**src/design/assert_macros.svh**
```systemverilog
// Assertion macros shared by the RTL of the selective repeat receiver.
// Define ASSERT_OFF to compile the checks out.
`ifndef ASSERT_MACROS_SVH
`define ASSERT_MACROS_SVH

`ifndef ASSERT_OFF
// property must hold at every clock edge outside reset
`define ASSERT_CLK(lbl, clk, rst, prop) \
  lbl: assert property (@(posedge clk) disable iff (rst) (prop)) \
    else $error("assertion failed");
// expression must never be true outside reset
`define ASSERT_NEVER(lbl, clk, rst, expr) \
  lbl: assert property (@(posedge clk) disable iff (rst) !(expr)) \
    else $error("forbidden condition seen");
`else
`define ASSERT_CLK(lbl, clk, rst, prop)
`define ASSERT_NEVER(lbl, clk, rst, expr)
`endif

`endif

```
**src/design/srr_pkg.sv**
```systemverilog
// Package of the selective repeat receiver: widths, descriptor and result
// types, sequencer states. No dependencies.
`timescale 1ns / 1ps
`default_nettype none
package srr_pkg;
  localparam int SEQ_SPACE = 16;
  localparam int SEQ_W     = $clog2(SEQ_SPACE);
  localparam int WIN_W     = 4;
  localparam int WIN_MAX   = SEQ_SPACE / 2;
  localparam int WIN_RESET = 4;
  localparam int DRAIN_MAX = SEQ_SPACE / 2 - 1;
  localparam int DRAIN_W   = $clog2(DRAIN_MAX + 1);
  localparam int HANDLE_W  = 16;
  localparam int LEN_W     = 8;

  localparam logic KIND_DELIVER = 1'b0;
  localparam logic KIND_ACK     = 1'b1;

  typedef struct packed {
    logic [HANDLE_W-1:0] handle;
    logic [LEN_W-1:0]    len;
  } desc_t;

  typedef struct packed {
    logic             kind;
    logic [SEQ_W-1:0] seq;
    desc_t            desc;
    logic             last;
  } result_t;

  typedef struct packed {
    logic             we;
    logic [SEQ_W-1:0] waddr;
    desc_t            wdata;
    logic             re;
    logic [SEQ_W-1:0] raddr;
  } ram_req_t;

  typedef enum logic [2:0] {
    S_IDLE,
    S_CHECK,
    S_DELIV,
    S_LOOK,
    S_READ,
    S_ACK
  } state_t;
endpackage
`default_nettype wire

```
**src/design/srr_pkt_if.sv**
```systemverilog
// Packet descriptor channel: valid/ready handshake with seq, check flag,
// payload handle and length. Depends on srr_pkg.
`timescale 1ns / 1ps
`default_nettype none
interface srr_pkt_if;
  import srr_pkg::*;
  logic                valid;
  logic                ready;
  logic [SEQ_W-1:0]    seq_num;
  logic                check_ok;
  logic [HANDLE_W-1:0] payload_handle;
  logic [LEN_W-1:0]    payload_len;

  modport source (output valid, seq_num, check_ok, payload_handle, payload_len,
                  input ready);
  modport sink   (input valid, seq_num, check_ok, payload_handle, payload_len,
                  output ready);
endinterface
`default_nettype wire

```
**src/design/srr_res_if.sv**
```systemverilog
// Result channel: deliver or ACK items with valid/ready handshake.
// Depends on srr_pkg.
`timescale 1ns / 1ps
`default_nettype none
interface srr_res_if;
  import srr_pkg::*;
  logic                valid;
  logic                ready;
  logic                kind;
  logic [SEQ_W-1:0]    out_seq;
  logic [HANDLE_W-1:0] out_handle;
  logic [LEN_W-1:0]    out_len;
  logic                last;

  modport source (output valid, kind, out_seq, out_handle, out_len, last,
                  input ready);
  modport sink   (input valid, kind, out_seq, out_handle, out_len, last,
                  output ready);
endinterface
`default_nettype wire

```
**src/design/srr_desc_ram.sv**
```systemverilog
// Held descriptor store: one write port, one registered read port.
// Depends on srr_pkg.
`timescale 1ns / 1ps
`default_nettype none
module srr_desc_ram (
  input  wire logic             clk,
  input  wire srr_pkg::ram_req_t req,
  output srr_pkg::desc_t        rdata
);
  import srr_pkg::*;

  desc_t mem [SEQ_SPACE];

  always_ff @(posedge clk) begin
    if (req.we) begin
      mem[req.waddr] <= req.wdata;
    end
  end

  always_ff @(posedge clk) begin
    if (req.re) begin
      rdata <= mem[req.raddr];
    end
  end
endmodule
`default_nettype wire

```
**src/design/srr_ctrl.sv**
```systemverilog
// Receive sequencer: window check, received marks, in-order drain and the
// result register. Depends on srr_pkg, srr_pkt_if, srr_res_if, assert_macros.
`timescale 1ns / 1ps
`default_nettype none
`include "assert_macros.svh"
module srr_ctrl (
  input  wire logic                 clk,
  input  wire logic                 rst,
  input  wire logic                 cfg_we,
  input  wire logic [srr_pkg::WIN_W-1:0] cfg_wdata,
  srr_pkt_if.sink                   pkt,
  srr_res_if.source                 res,
  output srr_pkg::ram_req_t         ram_req,
  input  wire srr_pkg::desc_t       ram_rdata
);
  import srr_pkg::*;

  state_t               state, state_next;
  logic [WIN_W-1:0]     window_size;
  logic [SEQ_W-1:0]     expected;
  logic [SEQ_SPACE-1:0] marks;
  logic [DRAIN_W-1:0]   drained;
  logic [SEQ_W-1:0]     cur_seq;
  logic                 cur_ok;
  desc_t                cur_desc;
  logic                 out_valid;
  result_t              out_q;

  logic [WIN_W-1:0] win_eff;
  logic [SEQ_W-1:0] alu_out;
  logic             in_window;
  logic             slot_free;
  logic             emit;
  result_t          emit_val;
  logic             set_mark, clr_mark, exp_inc, drain_clr, drain_inc;

  always_comb begin
    if (window_size == '0) begin
      win_eff = WIN_W'(1);
    end else if (window_size > WIN_W'(WIN_MAX)) begin
      win_eff = WIN_W'(WIN_MAX);
    end else begin
      win_eff = window_size;
    end
  end

  // shared adder: window offset during check, expected + 1 otherwise
  assign alu_out   = (state == S_CHECK) ? (cur_seq - expected) : (expected + 1'b1);
  assign in_window = cur_ok && (WIN_W'(alu_out) < win_eff);
  assign slot_free = !out_valid || res.ready;

  always_comb begin
    state_next = state;
    case (state)
      S_IDLE:  if (pkt.valid) state_next = S_CHECK;
      S_CHECK: begin
        if (!in_window) state_next = S_IDLE;
        else if (alu_out == '0) state_next = S_DELIV;
        else state_next = S_ACK;
      end
      S_DELIV: if (slot_free) state_next = S_LOOK;
      S_LOOK: begin
        if (drained != DRAIN_W'(DRAIN_MAX) && marks[expected]) state_next = S_READ;
        else state_next = S_ACK;
      end
      S_READ:  if (slot_free) state_next = S_LOOK;
      S_ACK:   if (slot_free) state_next = S_IDLE;
      default: state_next = S_IDLE;
    endcase
  end

  always_comb begin
    pkt.ready     = 1'b0;
    emit          = 1'b0;
    emit_val      = '0;
    set_mark      = 1'b0;
    clr_mark      = 1'b0;
    exp_inc       = 1'b0;
    drain_clr     = 1'b0;
    drain_inc     = 1'b0;
    ram_req       = '0;
    ram_req.waddr = cur_seq;
    ram_req.wdata = cur_desc;
    ram_req.raddr = expected;
    case (state)
      S_IDLE: pkt.ready = 1'b1;
      S_CHECK: begin
        if (in_window && alu_out != '0) begin
          ram_req.we = 1'b1;
          set_mark   = 1'b1;
        end
      end
      S_DELIV: begin
        if (slot_free) begin
          emit      = 1'b1;
          emit_val  = '{kind: KIND_DELIVER, seq: cur_seq, desc: cur_desc, last: 1'b0};
          exp_inc   = 1'b1;
          drain_clr = 1'b1;
        end
      end
      S_LOOK: ram_req.re = 1'b1;
      S_READ: begin
        if (slot_free) begin
          emit      = 1'b1;
          emit_val  = '{kind: KIND_DELIVER, seq: expected, desc: ram_rdata, last: 1'b0};
          clr_mark  = 1'b1;
          exp_inc   = 1'b1;
          drain_inc = 1'b1;
        end
      end
      S_ACK: begin
        if (slot_free) begin
          emit     = 1'b1;
          emit_val = '{kind: KIND_ACK, seq: cur_seq, desc: '0, last: 1'b1};
        end
      end
      default: ;
    endcase
  end

  always_ff @(posedge clk) begin
    if (rst) begin
      state       <= S_IDLE;
      window_size <= WIN_W'(WIN_RESET);
      expected    <= '0;
      marks       <= '0;
      drained     <= '0;
      out_valid   <= 1'b0;
    end else begin
      state <= state_next;
      if (cfg_we) window_size <= cfg_wdata;
      if (exp_inc) expected <= alu_out;
      if (set_mark) marks[cur_seq] <= 1'b1;
      if (clr_mark) marks[expected] <= 1'b0;
      if (drain_clr) drained <= '0;
      else if (drain_inc) drained <= drained + 1'b1;
      if (emit) out_valid <= 1'b1;
      else if (res.ready) out_valid <= 1'b0;
    end
  end

  always_ff @(posedge clk) begin
    if (pkt.valid && pkt.ready) begin
      cur_seq  <= pkt.seq_num;
      cur_ok   <= pkt.check_ok;
      cur_desc <= '{handle: pkt.payload_handle, len: pkt.payload_len};
    end
    if (emit) out_q <= emit_val;
  end

  assign res.valid      = out_valid;
  assign res.kind       = out_q.kind;
  assign res.out_seq    = out_q.seq;
  assign res.out_handle = out_q.desc.handle;
  assign res.out_len    = out_q.desc.len;
  assign res.last       = out_q.last;

  `ASSERT_CLK(a_exp_moves_on_delivery, clk, rst,
    (!$past(rst) && expected != $past(expected)) |->
      ($past(state) == S_DELIV || $past(state) == S_READ))
  `ASSERT_NEVER(a_no_mark_at_expected_idle, clk, rst,
    state == S_IDLE && marks[expected])
  `ASSERT_CLK(a_last_is_ack, clk, rst,
    (res.valid && res.last) |-> (res.kind == KIND_ACK && res.out_handle == '0))
endmodule
`default_nettype wire

```
**src/design/selective_repeat_receiver.sv**
```systemverilog
// Top level of the selective repeat ARQ receiver.
// Depends on srr_pkg, srr_pkt_if, srr_res_if, srr_ctrl, srr_desc_ram.
//
// Channels: pkt carries one arriving packet descriptor per transfer (valid and
// ready high at a rising edge). res carries results: deliveries (kind 0) in
// sequence order, then one ACK (kind 1, last 1) per packet inside the window.
// Corrupt or out-of-window packets give no result.
// cfg_we/cfg_wdata write window_size (reset 4); write only while idle.
// Sequence: pkt is taken in the idle state, then the sequencer checks the window
// in the next cycle. An out-of-order packet is stored and ACKed. An in-order
// packet is delivered together with the n held packets following it (n at most
// 7): each held descriptor needs a lookup state and a registered read of the
// descriptor store.
// One result register sits on res; a stall of res holds the sequencer until the
// register frees, and no result is lost or repeated.
// Reset (synchronous, rst high) clears expected sequence, all received marks
// and the result register; the store itself is not cleared.
`timescale 1ns / 1ps
`default_nettype none
module selective_repeat_receiver (
  input  wire logic                      clk,
  input  wire logic                      rst,
  input  wire logic                      cfg_we,
  input  wire logic [srr_pkg::WIN_W-1:0] cfg_wdata,
  srr_pkt_if.sink                        pkt,
  srr_res_if.source                      res
);
  import srr_pkg::*;

  ram_req_t ram_req;
  desc_t    ram_rdata;

  srr_ctrl u_ctrl (
    .clk       (clk),
    .rst       (rst),
    .cfg_we    (cfg_we),
    .cfg_wdata (cfg_wdata),
    .pkt       (pkt),
    .res       (res),
    .ram_req   (ram_req),
    .ram_rdata (ram_rdata)
  );

  srr_desc_ram u_ram (
    .clk   (clk),
    .req   (ram_req),
    .rdata (ram_rdata)
  );
endmodule
`default_nettype wire
```
**src/flat_wrapper.sv**
```systemverilog
// flat-port wrapper written by rule: the top's interface ports become plain ports
module selective_repeat_receiver_flat import srr_pkg::*;
  (clk, rst, cfg_we, cfg_wdata, pkt_valid, pkt_seq_num, pkt_check_ok, pkt_payload_handle, pkt_payload_len, pkt_ready, res_valid, res_kind, res_out_seq, res_out_handle, res_out_len, res_last, res_ready);
  srr_pkt_if pkt_i ();
  srr_res_if res_i ();
  input  wire logic clk;
  input  wire logic rst;
  input  wire logic cfg_we;
  input  wire logic [srr_pkg::WIN_W-1:0] cfg_wdata;
  input wire logic [$bits(pkt_i.valid)-1:0] pkt_valid;
  input wire logic [$bits(pkt_i.seq_num)-1:0] pkt_seq_num;
  input wire logic [$bits(pkt_i.check_ok)-1:0] pkt_check_ok;
  input wire logic [$bits(pkt_i.payload_handle)-1:0] pkt_payload_handle;
  input wire logic [$bits(pkt_i.payload_len)-1:0] pkt_payload_len;
  output wire logic [$bits(pkt_i.ready)-1:0] pkt_ready;
  output wire logic [$bits(res_i.valid)-1:0] res_valid;
  output wire logic [$bits(res_i.kind)-1:0] res_kind;
  output wire logic [$bits(res_i.out_seq)-1:0] res_out_seq;
  output wire logic [$bits(res_i.out_handle)-1:0] res_out_handle;
  output wire logic [$bits(res_i.out_len)-1:0] res_out_len;
  output wire logic [$bits(res_i.last)-1:0] res_last;
  input wire logic [$bits(res_i.ready)-1:0] res_ready;
  assign pkt_i.valid = pkt_valid;
  assign pkt_i.seq_num = pkt_seq_num;
  assign pkt_i.check_ok = pkt_check_ok;
  assign pkt_i.payload_handle = pkt_payload_handle;
  assign pkt_i.payload_len = pkt_payload_len;
  assign pkt_ready = pkt_i.ready;
  assign res_valid = res_i.valid;
  assign res_kind = res_i.kind;
  assign res_out_seq = res_i.out_seq;
  assign res_out_handle = res_i.out_handle;
  assign res_out_len = res_i.out_len;
  assign res_last = res_i.last;
  assign res_i.ready = res_ready;
  selective_repeat_receiver u_core (.clk(clk), .rst(rst), .cfg_we(cfg_we), .cfg_wdata(cfg_wdata), .pkt(pkt_i), .res(res_i));
endmodule
```
**config.mk**
```make
export PLATFORM = sky130hd
export DESIGN_NAME = selective_repeat_receiver_flat
export DESIGN_NICKNAME = d
export VERILOG_FILES = /design/src/design/srr_pkg.sv /design/src/design/srr_pkt_if.sv /design/src/design/srr_res_if.sv /design/src/design/srr_desc_ram.sv /design/src/design/srr_ctrl.sv /design/src/design/selective_repeat_receiver.sv /design/src/flat_wrapper.sv
export VERILOG_INCLUDE_DIRS = /design/src /design/src/design
export SDC_FILE = /design/constraint.sdc
export NUM_CORES = 1
export LEC_CHECK = 0
export ABC_CLOCK_PERIOD_IN_PS = 5800
export BUFFER_PORTS_ARGS = -buffer_cell sky130_fd_sc_hd__buf_2
export CAP_MARGIN = 20
export CORE_UTILIZATION = 55
export CTS_CLUSTER_SIZE = 28
export DETAILED_ROUTE_END_ITERATION = 7
export PLACE_DENSITY = 0.75
export SKIP_LAST_GASP = 1
export SLEW_MARGIN = 40
export SYNTH_ARGS = -nofsm -noshare
export SYNTH_HDL_FRONTEND = slang
export SYNTH_HIERARCHICAL = 1
export SYNTH_SLANG_ARGS = --single-unit
```
**constraint.sdc**
```tcl
create_clock -name clk -period 5.8 [get_ports clk]
set_input_delay 1.16 -clock clk [delete_from_list [all_inputs] [get_ports clk]]
set_output_delay 1.16 -clock clk [all_outputs]
set_load 0.02 [all_outputs]
```
## Yosys cells after proc, flatten, opt, wreduce, memory -nomap -nowiden

Memory sizes are Yosys's and may differ from the RTL's. A register that Yosys moved wholly into a read port is not among the register bits.
Index checks and enable logic that the tools add are counted.

| storage, ports and cells | value |
|---|---|
| register bits | 90 |
| bits in latches | 0 |
| RAM bits | 384 |
| bits in read-only memories | 0 |
| input bits | 38 |
| output and inout bits | 32 |
| word-level logic and storage cells | 90 |
| memories kept | 1 |

| cells by class | value |
|---|---|
| $add $sub $neg | 3 |
| $mul | 0 |
| divide/modulo/power cells | 0 |
| order comparisons | 6 |
| equality and inequality tests | 9 |
| shifts and indexed selects | 0 |
| mux-type cells | 36 |
| bitwise operators | 3 |
| reduce and logical (&&, ||, !) cells | 17 |

Memory list:

| name | depth | width | rd ports | clocked after memory_dff | wr ports | line | text |
|---|---|---|---|---|---|---|---|
| u_core.u_ram.mem | 16 | 24 | 1 | 1 | 1 | srr_desc_ram.sv:12 | `desc_t mem [SEQ_SPACE];` |

Operators by type and width:

| operator | number |
|---|---|
| $pmux 30 s3 | 1 |
| $mux 29 | 2 |
| $mux 16 | 3 |
| $mux 30 | 1 |
| $mux 1 | 17 |
| $and 16x16->16 | 1 |
| $not 16->16 | 1 |
| $or 16x16->16 | 1 |
| $mux 3 | 5 |
| $pmux 3 s5 | 1 |
| $mux 4 | 3 |
| $lt 4x5->1 const B | 2 |
| $demux 1 s4 | 2 |
| $ge 4x1->1 const B | 2 |
| $logic_not 4->1 | 2 |
| $eq 3x2->1 const B | 2 |
| $eq 3x3->1 const B | 2 |
| $logic_and 1x1->1 | 6 |
| $add 4x1->4 const B | 1 |
| $bmux 1 s4 | 1 |
| $gt 4x4->1 const B | 1 |
| $lt 4x4->1 | 1 |
| $ne 2x2->1 const B | 2 |
| $reduce_bool 4->1 | 1 |
| 12 further kinds | 13 |

## Depth between registers and ports, before layout

Gate-level depths: netlist of the first run.

| depth | value |
|---|---|
| depth after elaboration | 12 |
| gate-level depth with buffers | 17 |

## Modules after synthesis

The synthesis of the first run kept the hierarchy.

Modules (own cells, without submodules):

| module | times used | cells each | area an instance (µm²) | sequential area each (µm²) |
|---|---|---|---|---|
| srr_desc_ram | 1 | 636 | 15170.8 | 12251.8 |
| srr_ctrl | 1 | 358 | 4141.5 | 2362.3 |

## Least setup slack after synthesis of the first run

No wires, ideal clock.

| timing | value |
|---|---|
| kind | flip-flop to flip-flop |
| start point | register u_core.u_ctrl.expected[1] |
| end point | memory u_core/u_ram/mem[0][0] (netlist bit), enable pin |
| setup time | 435 ps |
| arrival time | 5172 ps |
| setup slack | 193 ps |
| stages on the path, launching flop included | 18 |
| path buffers | 3 |
| period minus slack after synthesis | 5607 ps |
| cells stage by stage | dfxtp_1 clkbuf_1 inv_1 ha_1 and3b_1 or3_4 a31oi_4 xor2_4 ha_1 nand3b_1 nor2_1 a21oi_1 o21bai_4 buf_6 inv_1 buf_4 or3b_2 nor3_1 |

| between the ends | value |
|---|---|
| word-level cells in the longest chain between the ends | 9 |
| elaborated cells between the ends (all ways) | 11 |
| classes of those cells | 2 x add/sub; 1 x order compare; 5 x mux; 3 x reduce/logical |

Ends and longest elaborated chain:

| what | line | text |
|---|---|---|
| start, declared | srr_ctrl.sv:20 | `logic [SEQ_W-1:0] expected;` |
| start signal, assigned | srr_ctrl.sv:132 | `if (exp_inc) expected <= alu_out;` |
| $add 4x1->4 or $sub 4x4->4 (tied branches) | srr_ctrl.sv:48 | `assign alu_out = (state == S_CHECK) ? (cur_seq - expected) : (expected + 1'b1);` |
| $mux 4 * | srr_ctrl.sv:48 |  |
| named net u_core.u_ctrl.alu_out[3] | srr_ctrl.sv:30 | `logic [SEQ_W-1:0] alu_out;` |
| $lt 4x4->1 | srr_ctrl.sv:49 | `assign in_window = cur_ok && (WIN_W'(alu_out) < win_eff);` |
| $logic_and 1x1->1 | srr_ctrl.sv:49 |  |
| $logic_and 1x1->1 * | srr_ctrl.sv:88 | `if (in_window && alu_out != '0) begin` |
| $mux 1 * (2 in a row) | -- |  |
| named net u_core.u_ctrl.set_mark | srr_ctrl.sv:35 | `logic set_mark, clr_mark, exp_inc, drain_clr, drain_inc;` |
| $mux 1 * | srr_desc_ram.sv:15 | `if (req.we) begin` |
| $mux 1 (implied by the code) * | srr_desc_ram.sv:16 | `mem[req.waddr] <= req.wdata;` |
| end, declared | srr_desc_ram.sv:12 |  |

The timed path passes the listed nets; every way through them passes the cells marked *.

==> impl_metrics.toml, run 1 <==
[global_route]
met3_usage = 0.0487
grt_usage = 0.229
grt_first_pass_wirelength_um = 60500
grt.busiest_layer = "met2"
grt_overflow_total = 0
antenna_found_initial = 0
gr-usage-met1 = 0.322
grt_pass1_vias = 9940
grt_max_degree = 63
use_met2 = 0.364

[routing]
wl_um = 39700
ant_nets = 0
num_vias = 9707
drc = 0
dr.pass1.iters = 5
routedWlPerCell_um = 25.1
vias_per_cell = 6.16
drt_iter0_drc = 1108

[place]
dp_cells = 1485
port_buffers = 69
hpwl_um = 23300
finalWeightedCongestion = 0.874

[die]
dieWidth_um = 189
ios = 70
die-height_um = 189
die_area_um2 = 35900
core_area_um2 = 34500
rows = 68
start_util = 0.559

[logic_synthesis]
syn_nets = 1045
synthCells = 994
ys_seq_area_frac = 0.757
async_flop_share = 0
synthFlopType = "edfxtp_1"
ys_ff_latch = 497
yosys_warnings = 6
synth.distinct_cells = 49
avgSynthCellArea_um2 = 19.4
syn-cell-area_um2 = 19300
synth_edf_count = 466

[worst_setup_path]
cp.buffers_inverters = 2
r2r_cells = 14
worst_path_dominant_cell_family = "simple AND/OR/NAND/NOR gates"
worstReg2RegEnd = "u_core/u_ram/mem[2][17]"
path_class = "reg2reg"
critPathMaxStageDelay_ns = 0.66
critPathRequiredTime_ns = 5.97
critical_path.max_fanout = 24
r2r_setup_slack_ns = 1.03
cp_cell_sequence = "inv_1 -> ha_1 -> and3b_1 -> or3_4 -> a31oi_4 -> xor2_4 -> ha_1 -> nand3b_1 -> nor2_1 -> a21oi_1 -> o21bai_4 -> inv_1 -> or3b_2 -> nor2_4"
reg2reg_from = "u_core/u_ctrl/expected[2]"
start_kind = "register"
end_kind = "register"
crit_path_top_delay_cell = "nor2_4"
crit_arrival_ns = 4.94

[power_and_ir_drop]
p_sw_uw = 2000
powerDensity_nw_per_um2 = 380
peakVddDrop_v = 0.000327
p_sw_frac = 0.239
internal-power_uw = 6380
comb_power_share = 0.110
p_leak_uw = 0.00707
pwr-share-clk = 0.369
seq_power_share = 0.521

[cells_and_area]
area_growth_pct = 14.1
n_antenna_cell = 0
nNetsFinal = 1137
drive_gt1_frac = 0.272
final-instance-count-excl-fill = 1577

[clock_tree]
clock_path_buffers = 3
cts_setup_buffers = 0
htree_levels = 2
root_buffer = "clkbuf_16"
cts_resized = 0
insertion_delay_ns = 0.55
cts_buffers = 49
cts_tree = "done"
clock-sinks = 497
hold_buffers = 0
clk_pin_slew_ns = 0.06

[sta]
setup_viol = 0
finalHoldViolCount = 0
min_period_over_period = 0.822
fmax_mhz = 210
finalCriticalPeriod_ns = 4.77
finClkSkew_ns = 0.0126
worst_slew_pin_slew_ns = 0.816
rsz0062_at_grt = "false"
relSlewSlack = 0.455
setup_tns_ns = 0
finalMaxSlewViolations = 0

[min_path]
whs_path_depth = 2
min_from = "u_core/u_ctrl/marks[8]"
whs_endpoint = "u_core/u_ctrl/marks[8]"
hp-class = "reg2reg"

[run]
drv_cap = 0

[run_status]
status = "completed"
[final cells by class]
class                   instances  area, um^2
clock buffers                  60        1310
clock inverters                27         258
fillers                      2325       12500
inverters                      12        45.0
multi-input cells             425        4490
flip-flops and latches        497       14600
well taps                     455         569
repair buffers                101         751
[power by group through the flow]
stage	clock network (uW)	registers (uW)	logic, uW
after floorplan	0	4380	659
after global placement	0	4430	893
after detailed placement	0	4450	919
after CTS	3140	4370	929
after global routing	3280	4400	1000
final	3090	4370	924
[worst register-to-register path, stage by stage (launching register included)]
cell and delay [ns]:
dfxtp_1 0.55, inv_1 0.17, ha_1 0.36, and3b_1 0.21, or3_4 0.38, a31oi_4 0.24
xor2_4 0.12, ha_1 0.23, nand3b_1 0.16, nor2_1 0.10, a21oi_1 0.09, o21bai_4 0.30
inv_1 0.19, or3b_2 0.59, nor2_4 0.66
[kinds of logic (layout without fill, tap and decap cells)]
family                     after synthesis  after routing  synth area share
muxes                                  111            111             0.122
buffers and inverters                   72            200            0.0179
and+or+nand+nor                        166            166            0.0403
DFF                                    497            497             0.757
AOI/OAI and AO/OA                      130            130            0.0507
xor gates and xnor gates                 5              5           0.00324
adders and majority gates               13             13           0.00881
[cell usage in the layout, fill, tap and decap left out, types with 16 or more instances in the layout]
master       n
o21ai_0     16
a22o_1      24
dfxtp_1     29
nand2_1     56
edfxtp_1   466
a22oi_1     48
mux4_2     100
clkbuf_16   51
buf_4       19
buf_2       69
nor2_1      36
[stage by stage]
stage / cell area [um^2] / utilization / setup WS, ns / power, uW / hold slack (ns)
4_1_cts: 21900 / 0.635 / 1.03 / 8440 / 0.460
3_3_place_gp: 20200 / 0.585 / 1.15 / 5330 / 0.438
6_report: 22000 / 0.638 / 1.03 / 8380 / 0.456
2_1_floorplan: 19300 / - / 0.193 / 5040 / 0.420
5_1_grt: 22000 / 0.638 / 0.816 / 8670 / 0.487
3_5_place_dp: 20400 / 0.589 / 1.08 / 5370 / 0.443
[cells in the mapped netlist, types with 6 or more instances]
library cell,n,area (um^2)
edfxtp_1,466,14000
mux4_2,100,2250
nand2_1,56,210
nor2_1,50,188
a22oi_1,48,360
clkbuf_1,34,128
dfxtp_1,31,621
a22o_1,24,210
o21ai_0,16,80.1
a21oi_1,15,75.1
buf_2,15,75.1
a31oi_1,14,87.6
ha_1,12,150
inv_1,12,45.0
nand3_1,11,55.1
nor3_1,11,55.1
mux2i_1,10,100
nand2b_1,7,43.8
buf_6,6,67.6
nand4_1,6,37.5
[how the worst max path moves through the flow]
| stage | start | end | depth (start not counted) |
|---|---|---|---|
| 2_1_floorplan | u_core/u_ctrl/expected[1] | u_core/u_ram/mem[0][0] | 17 |
| 3_3_place_gp | u_core/u_ctrl/expected[2] | u_core/u_ram/mem[3][4] | 14 |
| 3_5_place_dp | u_core/u_ctrl/expected[2] | u_core/u_ram/mem[3][4] | 14 |
| 4_1_cts | u_core/u_ctrl/expected[2] | u_core/u_ram/mem[3][17] | 14 |
| 5_1_grt | u_core/u_ctrl/expected[2] | u_core/u_ram/mem[2][17] | 14 |
| 6_report | u_core/u_ctrl/expected[2] | u_core/u_ram/mem[2][17] | 14 |
[state kept, by name, summed over array words and instances (netlist names)]
signal and count:
u_core/u_ram/rdata 24, u_core/u_ctrl/cur_seq 4, u_core/u_ctrl/res.valid 1, u_core/u_ctrl/res.out_len 8, u_core/u_ctrl/state 3, u_core/u_ctrl/cur_ok 1
u_core/u_ram/mem 384, u_core/u_ctrl/drained 3, u_core/u_ctrl/window_size 4, u_core/u_ctrl/ram_req 24, u_core/u_ctrl/expected 4, u_core/u_ctrl/res.out_handle 16
u_core/u_ctrl/res.kind 1, u_core/u_ctrl/marks 16, u_core/u_ctrl/res.out_seq 4
[metal layers]
metal,part of all wire,up-vias
met1,0.41,4972
met2,0.48,438
li1,-,4229
met5,0,-
met3,0.084,68
met4,0.022,0
(Power assumes the default switching activity.)
==> run 2, diff against run 1 <==
ABC_CLOCK_PERIOD_IN_PS = 4200   (was 5800)
clock period = 4.2 ns   (was 5.8 ns; I/O delays follow)
==> run 2 against run 1 <==
Largest power group unchanged; register-to-register slack lost 0.84 ns; routed wire length grew 4.3%; setup slack worse by 0.84 ns; highest routed layer unchanged; hold slack worse by 0.017 ns; via count grew 3.0%; critical path type unchanged.
==> impl_metrics.toml, run 2 (synthesis gave the netlist of run 1 again) <==
[run_status]
status = "completed"

[worst_setup_path]
crit_arrival_ns = 4.27
end_kind = "register"
critPathRequiredTime_ns = 4.46
critical_path.max_fanout = 19
start_kind = "register"
path_class = "reg2reg"

[cells_and_area]
largest_register_ffs = 384
fillers = 2346
top_register = "u_core/u_ram/mem"
layout_commonest_cell = "edfxtp_1"
drive_gt1_frac = 0.285
n_antenna_cell = 0
area_growth_pct = 14.4
nNetsFinal = 1147
most-common-layout-cells = "edfxtp_1, mux4_2, buf_2"

[sta]
finalCriticalPeriod_ns = 4.01
worst_slew_pin_slew_ns = 0.828
finalHoldViolCount = 0
setup_viol = 0
relSlewSlack = 0.448
finClkSkew_ns = 0.0308
whs_ns = 0.438
finalMaxSlewViolations = 0
fin_ws_ns = 0.194
fmax_mhz = 250
min_period_over_period = 0.954
rsz0062_at_grt = "false"

[clock_tree]
cts_buffers = 48
hold_buffers = 0
cts_tree = "done"
cts_setup_buffers = 0
root_buffer = "clkbuf_16"
cts_resized = 0
clock-sinks = 497
insertion_delay_ns = 0.57
clock_path_buffers = 3
htree_levels = 2
clk_pin_slew_ns = 0.06

[die]
dieWidth_um = 189
core_area_um2 = 34500
die_area_um2 = 35900
die-height_um = 189
start_util = 0.559
rows = 68
ios = 70

[min_path]
hp-class = "in2reg"

[routing]
drc = 0
drt_iter0_drc = 1370
wl_um = 41400
ant_nets = 0
dr.pass1.iters = 5
vias_per_cell = 6.29
routedWlPerCell_um = 26.0
num_vias = 9999

[power_and_ir_drop]
peakVddDrop_v = 0.000400
p_leak_uw = 0.00711
powerDensity_nw_per_um2 = 528

[global_route]
grt_pass1_vias = 9957
grt_first_pass_wirelength_um = 62100
grt_max_degree = 97
grt_usage = 0.237
grt_overflow_total = 0
antenna_found_initial = 1

[place]
dp_slack_ns = 0.247
port_buffers = 69
hpwl_um = 24700
finalWeightedCongestion = 0.901

[run]
drv_cap = 0
[run 2: changes by cell type in the layout (fill, tap and decap cells not counted), sizes merged]
cell      previous run  this run
clkinv              20        24
inv                 13        14
bufinv               5         6
clkinvlp             1         2
clkbuf              60        55
buf                101       112
[run 2: stage by stage]
step	cell area (um^2)	utilization	TNS, ns	cells	total power (uW)
after global routing	22100	0.640	0	1590	12000
after global placement	20500	0.593	0	1500	7450
after CTS	22100	0.639	0	1589	11700
final	22100	0.640	0	1590	11700
after floorplan	19500	-	-9.40	994	6980
after detailed placement	20500	0.594	0	1500	7490
[run 2: path summary, 6_finish.rpt]
| kind | cells past startpoint | endpoint | slack, ns | from |
|---|---|---|---|---|
| worst min register to register | 2 | u_core/u_ctrl/marks[8] | 0.46 | u_core/u_ctrl/marks[8] |
| worst max register to register | 15 | u_core/u_ram/mem[0][4] | 0.19 | u_core/u_ctrl/expected[2] |
| worst min-delay path | 1 | u_core/u_ctrl/ram_req[22] | 0.44 | pkt_payload_handle[9] |
| worst max-delay path | 15 | u_core/u_ram/mem[0][4] | 0.19 | u_core/u_ctrl/expected[2] |
[run 2: worst max-delay path, stage by stage (launching register included)]
cell,delay [ns]
dfxtp_2,0.47
inv_1,0.16
ha_4,0.28
a21o_1,0.16
or3_4,0.37
a31oi_4,0.23
xor2_4,0.14
ha_4,0.20
nand3b_1,0.17
nor2_1,0.14
a21oi_1,0.10
o21bai_4,0.18
inv_2,0.15
or3b_4,0.48
nor3_4,0.25
buf_12,0.21
[run 2: metal layers]
metal | GRT usage | part of all wire
met5 | 0 | 0
met1 | 0.355 | 0.42
met4 | 0.0636 | 0.021
met3 | 0.0424 | 0.095
met2 | 0.364 | 0.47
[run 2: power breakdown]
part	leakage [uW]	switching [uW]	total (uW)	internal [uW]
logic	0.00187	830	1390	558
clock network	0.000768	1770	4270	2500
registers	0.00447	247	6010	5760
[run 2: layout make-up]
cell class,count,area (um^2),share of cell area
repair buffers,112,779,0.0353
multi-input cells,425,4510,0.204
clock buffers,55,1250,0.0565
well taps,455,569,0.0258
clock inverters,34,314,0.0142
flip-flops and latches,497,14600,0.662
inverters,12,47.5,0.00215
==> run 3, diff against run 2 <==
ABC_CLOCK_PERIOD_IN_PS = 3300   (was 4200)
clock period = 3.3 ns   (was 4.2 ns; I/O delays follow)
==> run 3 against run 2 <==
The flow now finishes with violations (negative setup slack); die area is the same; total power grew 29%; setup slack lost 0.70 ns; sequential share of layout area shrank 4.4 points; clock power grew 27%; largest cell class unchanged; non-clock buffer count grew 87; register-to-register slack lost 0.70 ns; critical path depth grew 1; sequential cell count is the same; largest power group unchanged.
==> impl_metrics.toml, run 3 (synthesis gave the netlist of run 1 again) <==
[cells_and_area]
fillers = 2121
drive_gt1_frac = 0.335
multi_input_area_um2 = 4580
area_growth_pct = 22.6
nNetsFinal = 1235
seq_area_um2 = 14600
top_register = "u_core/u_ram/mem"
largest_register_ffs = 384
final_cell_area_um2 = 23700
n_antenna_cell = 0
most-common-layout-cells = "edfxtp_1, mux4_2, buf_2"
layout_commonest_cell = "edfxtp_1"

[run_status]
violations = "negative setup slack"
status = "complete, but fails checks"

[global_route]
grt.busiest_layer = "met2"
grt_pass1_vias = 10730
grt_usage = 0.271
use_met2 = 0.441
grt_first_pass_wirelength_um = 69400
gr-usage-met1 = 0.364
antenna_found_initial = 0
grt_overflow_total = 0
grt_max_degree = 98
met3_usage = 0.0508

[routing]
ant_nets = 0
drt_iter0_drc = 1293
drc = 0
num_vias = 10696
vias_per_cell = 6.38
dr.pass1.iters = 5
wl_um = 49400
routedWlPerCell_um = 29.5

[clock_tree]
clock_path_buffers = 3
clk_pin_slew_ns = 0.06
cts_tree = "done"
insertion_delay_ns = 0.57
htree_levels = 2
cts_buffers = 49
clock-sinks = 497
root_buffer = "clkbuf_16"

[sta]
whs_ns = 0.259
worst_slew_pin_slew_ns = 0.816
finalMaxSlewViolations = 0
finalHoldViolCount = 0
rsz0062_at_grt = "true"
setup_viol = 384
fmax_mhz = 263
setup_tns_ns = -130.73
fin_ws_ns = -0.507
min_period_over_period = 1.15
finalCriticalPeriod_ns = 3.81
finClkSkew_ns = 0.0168
relSlewSlack = 0.456

[worst_setup_path]
start_kind = "register"
path_class = "reg2reg"
crit_path_top_delay_cell = "edfxtp_1"
critPathRequiredTime_ns = 3.59
cp.buffers_inverters = 4
crit_arrival_ns = 4.10
cp_cell_sequence = "ha_4 -> a21o_1 -> or3_4 -> a31oi_4 -> xor2_4 -> ha_4 -> nand3b_1 -> nor2_1 -> a21oi_2 -> o21bai_4 -> inv_2 -> or3b_4 -> buf_4 -> nor3_4 -> buf_6 -> clkbuf_16"
r2r_setup_slack_ns = -0.51
critical_path.max_fanout = 6
worstReg2RegEnd = "u_core/u_ram/mem[0][10]"
crit_path_frequent_cell = "ha_4"
end_kind = "register"
worst_path_dominant_cell_family = "simple AND/OR/NAND/NOR gates"
critPathMaxStageDelay_ns = 0.43
r2r_cells = 16
reg2reg_from = "u_core/u_ctrl/cur_seq[2]"

[run]
drv_cap = 0

[power_and_ir_drop]
p_total_uw = 15100
peakVddDrop_v = 0.000519
p_leak_uw = 0.00777
powerDensity_nw_per_um2 = 636

[place]
dpl_cell_area_um2 = 21100
port_buffers = 69
hpwl_um = 24400
finalWeightedCongestion = 0.883
dp_slack_ns = -0.339

[die]
ios = 70
die-height_um = 189
start_util = 0.559
rows = 68
dieWidth_um = 189
die_area_um2 = 35900
core_area_um2 = 34500

[min_path]
whs_endpoint = "u_core/u_ctrl/ram_req[11]"
whs_path_depth = 1
hp-class = "in2reg"
min_from = "pkt_payload_len[6]"
==> run 3: worst max path at each step <==
stage	startpoint	end	slack, ns	cells after the start
final	u_core/u_ctrl/cur_seq[2]	u_core/u_ram/mem[0][10]	-0.51	16
after global routing	u_core/u_ctrl/cur_seq[1]	u_core/u_ram/mem[0][10]	-0.61	16
after CTS	u_core/u_ctrl/cur_seq[2]	u_core/u_ram/mem[2][13]	-0.36	17
after detailed placement	u_core/u_ctrl/cur_seq[2]	u_core/u_ram/mem[1][3]	-0.34	15
after global placement	u_core/u_ctrl/expected[2]	u_core/u_ram/mem[2][3]	-0.26	16
after floorplan	u_core/u_ctrl/cur_seq[0]	u_core/u_ram/mem[0][0]	-1.00	17
==> run 3: per-stage QoR <==
stage	util	cells
2_1_floorplan	-	994
3_3_place_gp	0.610	1529
3_5_place_dp	0.610	1529
4_1_cts	0.678	1664
5_1_grt	0.685	1677
6_report	0.685	1677
==> run 3: layout make-up <==
class / instances / share of cell area
clock buffers: 58 / 0.0532
clock inverters: 31 / 0.0114
inverters: 12 / 0.00201
multi-input cells: 425 / 0.194
flip-flops and latches: 497 / 0.618
well taps: 455 / 0.0240
repair buffers: 199 / 0.0981
==> run 3: repair_timing <==
item	4_1_cts	5_1_grt
gates resized for setup	30	18
setup endpoints to repair	384	384
hold buffers	0	0
gates cloned	12	8
pin swaps	12	4
setup buffers	37	11
==> run 3: routing by layer <==
metal	vias to the layer above	share of wire
li1	4444	-
met1	5536	0.38
met2	629	0.51
met3	87	0.087
met4	0	0.032
met5	-	0
==> run 3: where the power goes <==
group	switching [uW]	internal, uW
clock network	2370	3040
logic	1150	877
registers	292	7330
total	3810	11300
==> run 3: worst register-to-register path: stages (launching register included) <==
cell and delay (ns):
edfxtp_1 0.43, ha_4 0.25, a21o_1 0.18, or3_4 0.38, a31oi_4 0.24, xor2_4 0.11, ha_4 0.16, nand3b_1 0.17
nor2_1 0.14, a21oi_2 0.10, o21bai_4 0.19, inv_2 0.08, or3b_4 0.41, buf_4 0.16, nor3_4 0.21, buf_6 0.17
clkbuf_16 0.16
